==> src/hdl/bfil_pkg.sv <==
// Types and constants shared by the Bloom filter modules.
package bfil_pkg;

  localparam int CFG_IDX_W  = 8;
  localparam int CFG_DATA_W = 21;
  localparam int NUM_BITS_W = 21;
  localparam int NUM_HASH_W = 6;
  localparam int CNT_W      = 7;
  localparam int DIV_CNT_W  = 3;

  localparam logic [CFG_IDX_W-1:0] REG_NUM_BITS   = 8'd0;
  localparam logic [CFG_IDX_W-1:0] REG_NUM_HASHES = 8'd1;

  localparam logic [NUM_BITS_W-1:0] NUM_BITS_RST   = 21'd1048576;
  localparam logic [NUM_HASH_W-1:0] NUM_HASHES_RST = 6'd1;

  localparam logic [31:0] MM_C1   = 32'hcc9e2d51;
  localparam logic [31:0] MM_C2   = 32'h1b873593;
  localparam logic [31:0] MM_ADD  = 32'he6546b64;
  localparam logic [31:0] MM_FM1  = 32'h85ebca6b;
  localparam logic [31:0] MM_FM2  = 32'hc2b2ae35;
  localparam logic [31:0] MM_LEN  = 32'd8;

  typedef enum logic [3:0] {
    S_CLEAR, S_IDLE, S_K1A, S_K1B, S_H1, S_K2A, S_K2B, S_H2,
    S_F1, S_F2, S_F3, S_DIV, S_RD, S_CHK, S_DONE
  } state_t;

  typedef enum logic [3:0] {
    OP_NONE, OP_KA_LO, OP_KA_HI, OP_KB, OP_HMIX, OP_F1, OP_F2, OP_F3, OP_DIV
  } op_t;

  typedef struct packed {
    logic clear_wr;
    logic load;
    op_t  op;
    logic rd;
    logic chk;
    logic next_seed;
    logic hit_clr;
  } cmd_t;

  typedef struct packed {
    logic clear_last;
    logic k_zero;
    logic div_last;
    logic miss;
    logic seed_last;
  } sts_t;

endpackage

==> src/hdl/bfil_ctrl.sv <==
// Controller state machine that sequences the clear sweep, hashing, reduction and bit access.
module bfil_ctrl (
  input  logic            clk,
  input  logic            rst,
  input  logic            start,
  input  bfil_pkg::sts_t  sts,
  output bfil_pkg::cmd_t  cmd,
  output logic            busy,
  output logic            done
);
  import bfil_pkg::*;

  state_t state, state_next;

  always_ff @(posedge clk) begin
    if (rst) begin
      state <= S_CLEAR;
    end else begin
      state <= state_next;
    end
  end

  always_comb begin
    state_next = state;
    unique case (state)
      S_CLEAR: if (sts.clear_last) state_next = S_IDLE;
      S_IDLE:  if (start) state_next = sts.k_zero ? S_DONE : S_K1A;
      S_K1A:   state_next = S_K1B;
      S_K1B:   state_next = S_H1;
      S_H1:    state_next = S_K2A;
      S_K2A:   state_next = S_K2B;
      S_K2B:   state_next = S_H2;
      S_H2:    state_next = S_F1;
      S_F1:    state_next = S_F2;
      S_F2:    state_next = S_F3;
      S_F3:    state_next = S_DIV;
      S_DIV:   if (sts.div_last) state_next = S_RD;
      S_RD:    state_next = S_CHK;
      S_CHK:   state_next = (sts.miss || sts.seed_last) ? S_DONE : S_K1A;
      S_DONE:  state_next = S_IDLE;
      default: state_next = S_IDLE;
    endcase
  end

  always_comb begin
    cmd  = '0;
    busy = 1'b1;
    done = 1'b0;
    unique case (state)
      S_CLEAR: cmd.clear_wr = 1'b1;
      S_IDLE: begin
        busy     = 1'b0;
        cmd.load = start;
      end
      S_K1A:   cmd.op = OP_KA_LO;
      S_K1B:   cmd.op = OP_KB;
      S_H1:    cmd.op = OP_HMIX;
      S_K2A:   cmd.op = OP_KA_HI;
      S_K2B:   cmd.op = OP_KB;
      S_H2:    cmd.op = OP_HMIX;
      S_F1:    cmd.op = OP_F1;
      S_F2:    cmd.op = OP_F2;
      S_F3:    cmd.op = OP_F3;
      S_DIV:   cmd.op = OP_DIV;
      S_RD:    cmd.rd = 1'b1;
      S_CHK: begin
        cmd.chk = 1'b1;
        if (sts.miss) begin
          cmd.hit_clr = 1'b1;
        end else if (!sts.seed_last) begin
          cmd.next_seed = 1'b1;
        end
      end
      S_DONE:  done = 1'b1;
      default: cmd = '0;
    endcase
  end

endmodule

==> config.mk <==
export PLATFORM = sky130hd
export DESIGN_NAME = bfil_ctrl
export DESIGN_NICKNAME = d
export VERILOG_FILES = /design/src/hdl/bfil_pkg.sv /design/src/hdl/bfil_ctrl.sv
export SDC_FILE = /design/constraint.sdc
export NUM_CORES = 1
export LEC_CHECK = 0
export ABC_AREA = 1
export BUFFER_PORTS_ARGS = -buffer_cell sky130_fd_sc_hd__buf_2
export CORE_AREA = 10 10 47 49
export DETAILED_ROUTE_END_ITERATION = 10
export DIE_AREA = 0 0 57 59
export MAX_ROUTING_LAYER = met4
export SETUP_SLACK_MARGIN = 0.15
export SKIP_CTS_REPAIR_TIMING = 1
export SLEW_MARGIN = 20
export SYNTH_ARGS = -nofsm -noshare
export SYNTH_HDL_FRONTEND = slang
export SYNTH_SLANG_ARGS = --single-unit
==> constraint.sdc <==
create_clock -name clk -period 3.06 [get_ports clk]
set_clock_uncertainty 0.1 [all_clocks]
set_input_delay 0.459 -clock clk [delete_from_list [all_inputs] [get_ports clk]]
set_output_delay 0.459 -clock clk [all_outputs]
set_load 0.05 [all_outputs]
Word level (Yosys, flattened, before mapping)
Cells that the tools add are included.
- bits in writable memories: 0
- input port bits: 8
- word-level logic and storage cells: 39
- memories: 0
- ROM bits: 0
- latch bits: 0
- flip-flop bits (word level): 4
- output and inout bits: 12
- shift-type cells: 0
- equal/unequal tests: 17
- add/subtract/negate cells: 0
- div/mod/pow operators: 0
- $mul: 0
- bitwise gates (word level): 0
- reduce and logical (&&, ||, !) cells: 5
- magnitude comparators: 0
- muxes and demuxes: 16
- operators with widths (kind ; count):
    $pmux W4 S14 ; 1
    $pmux W4 S8 ; 1
    $eq A4 B4 Y1 const B ; 7
    $mux W4 ; 5
    $eq A4 B3 Y1 const B ; 4
    $eq A4 B2 Y1 const B ; 2
    $mux W1 ; 8
    $ne A2 B2 Y1 const B ; 3
    $eq A4 B1 Y1 const B ; 1
    $logic_not A4 Y1 ; 1
    $reduce_or A2 Y1 ; 2
    $mux W3 ; 1
    $reduce_and A3 Y1 ; 1
    $logic_or A1 B1 Y1 ; 1

Longest topological paths before layout
Gate-level depths: netlist of run 1.
- depth in word-level cells: 3
- depth in mapped cells: 8
- mapped depth without buffers: 8

Worst setup path before layout of run 1
Ideal clock, no wire load.
- path type: register to output
- from: reg state[1]
- to: out cmd[5] (netlist bit)
- arrival: 1799 ps
- path slack: 702 ps
- path buffers: 0
- cell stages (with the launch flop): 5
- data required time: 2501 ps
- cells stage by stage: dfxtp_1 nor2_1 inv_1 nand2_1 o31ai_1
- RTL lines (what ; RTL line ; RTL):
    from (decl) ; bfil_ctrl.sv:13 ; state_t state, state_next;
    from (signal assigned) ; bfil_ctrl.sv:19 ; state <= state_next;
    to (decl) ; bfil_ctrl.sv:7 ; output bfil_pkg::cmd_t cmd,

==> results of run 1 <==
-- worst max path at each step --
stage                          start     end  cells after the start
2_1_floorplan  state[1]$_SDFFE_PP0P_  cmd[5]                      4
3_3_place_gp   state[1]$_SDFFE_PP0P_  cmd[5]                      5
3_5_place_dp   state[1]$_SDFFE_PP0P_  cmd[5]                      5
4_1_cts        state[1]$_SDFFE_PP0P_  cmd[5]                      5
5_1_grt        state[3]$_SDFFE_PP0P_  cmd[8]                      4
6_report       state[1]$_SDFFE_PP0P_  cmd[5]                      5
-- cell usage in the layout, fill, tap and decap left out, drive strengths merged --
cell type and count:
nand3 2, nor3 1, nor2 20, o211ai 1
o21ai 2, o31ai 1, nand3b 1, a21oi 3
dfxtp 4, buf 19, clkbuf 3, nand2 25
inv 14
-- metal layers --
| metal | wire, µm | GRT usage (%) | vias to the layer above |
|---|---|---|---|
| li1 | - | - | 268 |
| met1 | 502 | 7.87 | 219 |
| met2 | 553 | 11.3 | 7 |
| met3 | 53 | 3.22 | 2 |
| met4 | 5 | 3.02 | 0 |
| met5 | 0 | - | - |
-- where the power goes --
| group | switching, mW | internal [mW] |
|---|---|---|
| sequential | 0.0103 | 0.0607 |
| clock | 0.0206 | 0.0438 |
| combinational | 0.134 | 0.0449 |
-- layout make-up --
| class | count | area, µm² |
|---|---|---|
| clock buffer | 3 | 22.5 |
| fill | 168 | 876 |
| inverter | 14 | 52.6 |
| multi-input combinational | 56 | 255 |
| sequential | 4 | 80.1 |
| tap | 16 | 20.0 |
| timing repair buffer | 19 | 95.1 |
-- cell families after synthesis --
family          after synthesis  synth area share [%]
simple gates                 49                  54.5
flops                         4                  20.6
compound gates                7                  11.3
buf+inv                      14                  13.5
==> impl_metrics.ini, run 1 <==
[floorplanning]
die_x_um = 57
rows = 14
dieArea_um2 = 3360
initial_core_util_pct = 27.7
io_pins = 20
die_h_um = 59
coreArea_um2 = 1400

[worst_setup_path]
endpoint_kind = output pin
critical_path.max_fanout = 6
crit_path_max_incr_delay_ps = 430
critPathLaunchType = register
crit_arrival_ps = 1430
cpMaxStageDelayCell = dfxtp_1
crit_buf_inv = 2
reg2reg_from = state[3]$_SDFFE_PP0P_
rrSetupSlack_ps = 1730
path_cells = nor2_1 > inv_1 > nand2_1 > o31ai_1 > buf_2
required_ps = 2500
crit_family = flip-flops
crit_type = register to output pin
r2r-end = state[1]$_SDFFE_PP0P_
worstRegToRegCells = 6

[clocking]
cts.clk_slew.worst_paths_ps = 40
clockBufferDepth = 2
cts_root_buf = clkbuf_4
h-tree-depth = 1
cts_tree = done
cts_buffers = 3
cts.sinks = 4
clkLatencyLatePin_ps = 230

[layout]
largest_register_ffs = 4
n_antenna_cell = 0
regMostFlops = state
syn_to_final_growth_pct = 35.5
finalInstanceArea_um2 = 526
drive_gt1_share_pct = 35.4
reg.largest.list = state: 4 flops
num-nets-final = 106
final_cells = 112
fin_util_pct = 37.5

[power_and_ir_drop]
total_power_mw = 0.314
power.density_nw_per_um2 = 598
peakVddDrop_mv = 0.250
power.leakage_nw = 0.351

[placed_design]
numPortBuffers = 19
dp.cells = 109
placed_cell_area_um2 = 503
globalplace.congestion = 0.777
hpwl_um = 965
place_ws_ps = 1310

[hold_path]
hold_depth = 2
hold_path.class = primary input to register
hold_end = state[3]$_SDFFE_PP0P_
worstHoldStart = rst

[logic_synthesis]
yosysTopAreaCellShare_pct = 20.6
yosysUniqueCellTypes = 15
synth_area_leaders = dfxtp_1 21%, nand2_1 20%, nor2_1 15%
synth_area_per_cell_um2 = 5.24
synth_flop_cell = dfxtp_1
post-synth-top-area-cell = dfxtp_1
synth_nets = 82
synth-seq-cells = 4
yosysSeqAreaShare_pct = 20.6
synth-warning-count = 0
syn-cell-area_um2 = 388
synth_edf_count = 0
synth.most_common_cell = nand2_1
synth_commonest_cells = 21 x nand2_1, 16 x nor2_1, 11 x inv_1
postSynthCellCount = 74
synth-async-reset-ratio_pct = 0

[grt]
antenna_found_initial = 0
grt_pass1_wl_um = 1940
grt-ovfl-total = 0
gr-usage-all-layers_pct = 7.25
grt_max_degree = 7
grt_pass1_vias = 485

[status]
outcome = finished, final reports clean

[detailed_routing]
drc = 0
ant_nets = 0
via_count = 496
wl_per_cell_um = 9.95
drt-pass1-iter-count = 4
wirelength_um = 1110
drt-initial-drc-count = 7
viasPerCell = 4.43

[sta]
tightest_slew_ps = 351
maxSlewHeadroom_pct = 76.5
max_freq_mhz = 502
period_needed_ps = 1990
fin_ws_ps = 1070
tns_ps = 0
finalSetupViolCount = 0
fin_crit_sh_pct = 65.1
final_max_slew_viol_count = 0
holdWs_ps = 323
hold_viol_final = 0
rsz0062_at_grt = false

[job]
cap_violations = 0
No activity file was read; power rests on OpenSTA's default activity.
==> run 2, diff against run 1 <==
clock period = 1.7 ns   (was 3.06 ns; I/O delays follow)
==> impl_metrics.ini, run 2 (synthesis gave the netlist of run 1 again) <==
[hold_path]
hold_end = state[3]$_SDFFE_PP0P_
hold_path.class = primary input to register
worstHoldStart = rst
hold_depth = 2

[floorplanning]
die_x_um = 57
die_h_um = 59
coreArea_um2 = 1400
dieArea_um2 = 3360
initial_core_util_pct = 27.7
io_pins = 20
rows = 14

[power_and_ir_drop]
power.leakage_nw = 0.395
peakVddDrop_mv = 0.626
total_power_mw = 0.679
power.density_nw_per_um2 = 999

[job]
cap_violations = 0

[sta]
finalSetupViolCount = 0
rsz0062_at_grt = true
final_max_slew_viol_count = 0
fin_crit_sh_pct = 95.1
period_needed_ps = 1620
tightest_slew_ps = 250
fin_ws_ps = 83.2
max_freq_mhz = 619
maxSlewHeadroom_pct = 83.4
hold_viol_final = 0

[grt]
antenna_found_initial = 0
grt_pass1_vias = 461
grt-ovfl-total = 0
grt_pass1_wl_um = 1800
gr-usage-all-layers_pct = 6.98
grt_max_degree = 7

[placed_design]
globalplace.congestion = 0.807
hpwl_um = 950
place_ws_ps = 175
numPortBuffers = 19
placed_cell_area_um2 = 529

[clocking]
cts.clk_slew.worst_paths_ps = 40
cts_tree = done
cts_buffers = 3
clkLatencyLatePin_ps = 240
h-tree-depth = 1
cts_root_buf = clkbuf_4
cts.sinks = 4
clockBufferDepth = 2

[worst_setup_path]
worstRegToRegCells = 8
r2r-end = state[1]$_SDFFE_PP0P_
endpoint_kind = output pin
critical_path.max_fanout = 4
rrSetupSlack_ps = 360
critPathLaunchType = register
reg2reg_from = state[1]$_SDFFE_PP0P_
crit_arrival_ps = 1260
required_ps = 1340
crit_type = register to output pin

[layout]
final_cell_mix = 19 x nand2_1, 11 x nor2_1, 10 x inv_1
regMostFlops = state
drive_gt1_share_pct = 51.0
largest_register_ffs = 4
nFillCells = 149
final_common_cell = nand2_1
n_antenna_cell = 0
fin_util_pct = 48.5
num-nets-final = 108
syn_to_final_growth_pct = 75.2
finalInstanceArea_um2 = 679
reg.largest.list = state: 4 flops

[detailed_routing]
drt-pass1-iter-count = 4
drc = 0
ant_nets = 0
drt-initial-drc-count = 9
wirelength_um = 1230
viasPerCell = 4.55
wl_per_cell_um = 10.7
via_count = 519

[status]
outcome = finished, final reports clean
[run 2: layer usage]
layer	up-vias	wire, µm	global-route usage, %
met1	236	472	6.54
met4	0	27	5.03
met3	2	45	2.36
met5	-	0	-
li1	272	-	-
met2	9	679	11.8
[run 2: worst max-delay path, stage by stage (launching register included)]
cell	delay, ps
dfxtp_4	360
nor2_2	50
inv_1	80
nand2_2	70
o31ai_4	260
buf_6	190
[run 2: power by group]
part | internal, mW | total, mW | switching [mW]
Combinational | 0.144 | 0.419 | 0.274
Sequential | 0.114 | 0.137 | 0.0232
Clock | 0.0793 | 0.123 | 0.0438
[run 2: worst max path at each step]
stage / endpoint / cells past startpoint / slack, ps / start
after floorplan: cmd[5] / 4 / -30 / state[1]$_SDFFE_PP0P_
after global placement: cmd[5] / 5 / 180 / state[1]$_SDFFE_PP0P_
after detailed placement: cmd[5] / 5 / 170 / state[1]$_SDFFE_PP0P_
after CTS: cmd[5] / 4 / -80 / state[3]$_SDFFE_PP0P_
after global routing: cmd[5] / 5 / 30 / state[0]$_SDFFE_PP0P_
final: cmd[5] / 5 / 80 / state[0]$_SDFFE_PP0P_
[run 2: stage by stage]
stage | hold WS (ps) | setup TNS, ps | instances
6_report | 96.3 | 0 | 114
5_1_grt | 105 | 0 | 114
4_1_cts | 101 | -270 | 112
3_5_place_dp | 359 | 0 | 109
3_3_place_gp | 361 | 0 | 109
2_1_floorplan | 217 | -27.4 | 74
[run 2: cell type report]
type / count / area (µm²) / area share (%)
inverters: 14 / 52.6 / 7.73
multi-input cells: 56 / 318 / 46.8
well taps: 16 / 20.0 / 2.95
clock buffers: 3 / 22.5 / 3.31
flip-flops and latches: 4 / 95.1 / 14.0
repair buffers: 21 / 171 / 25.2
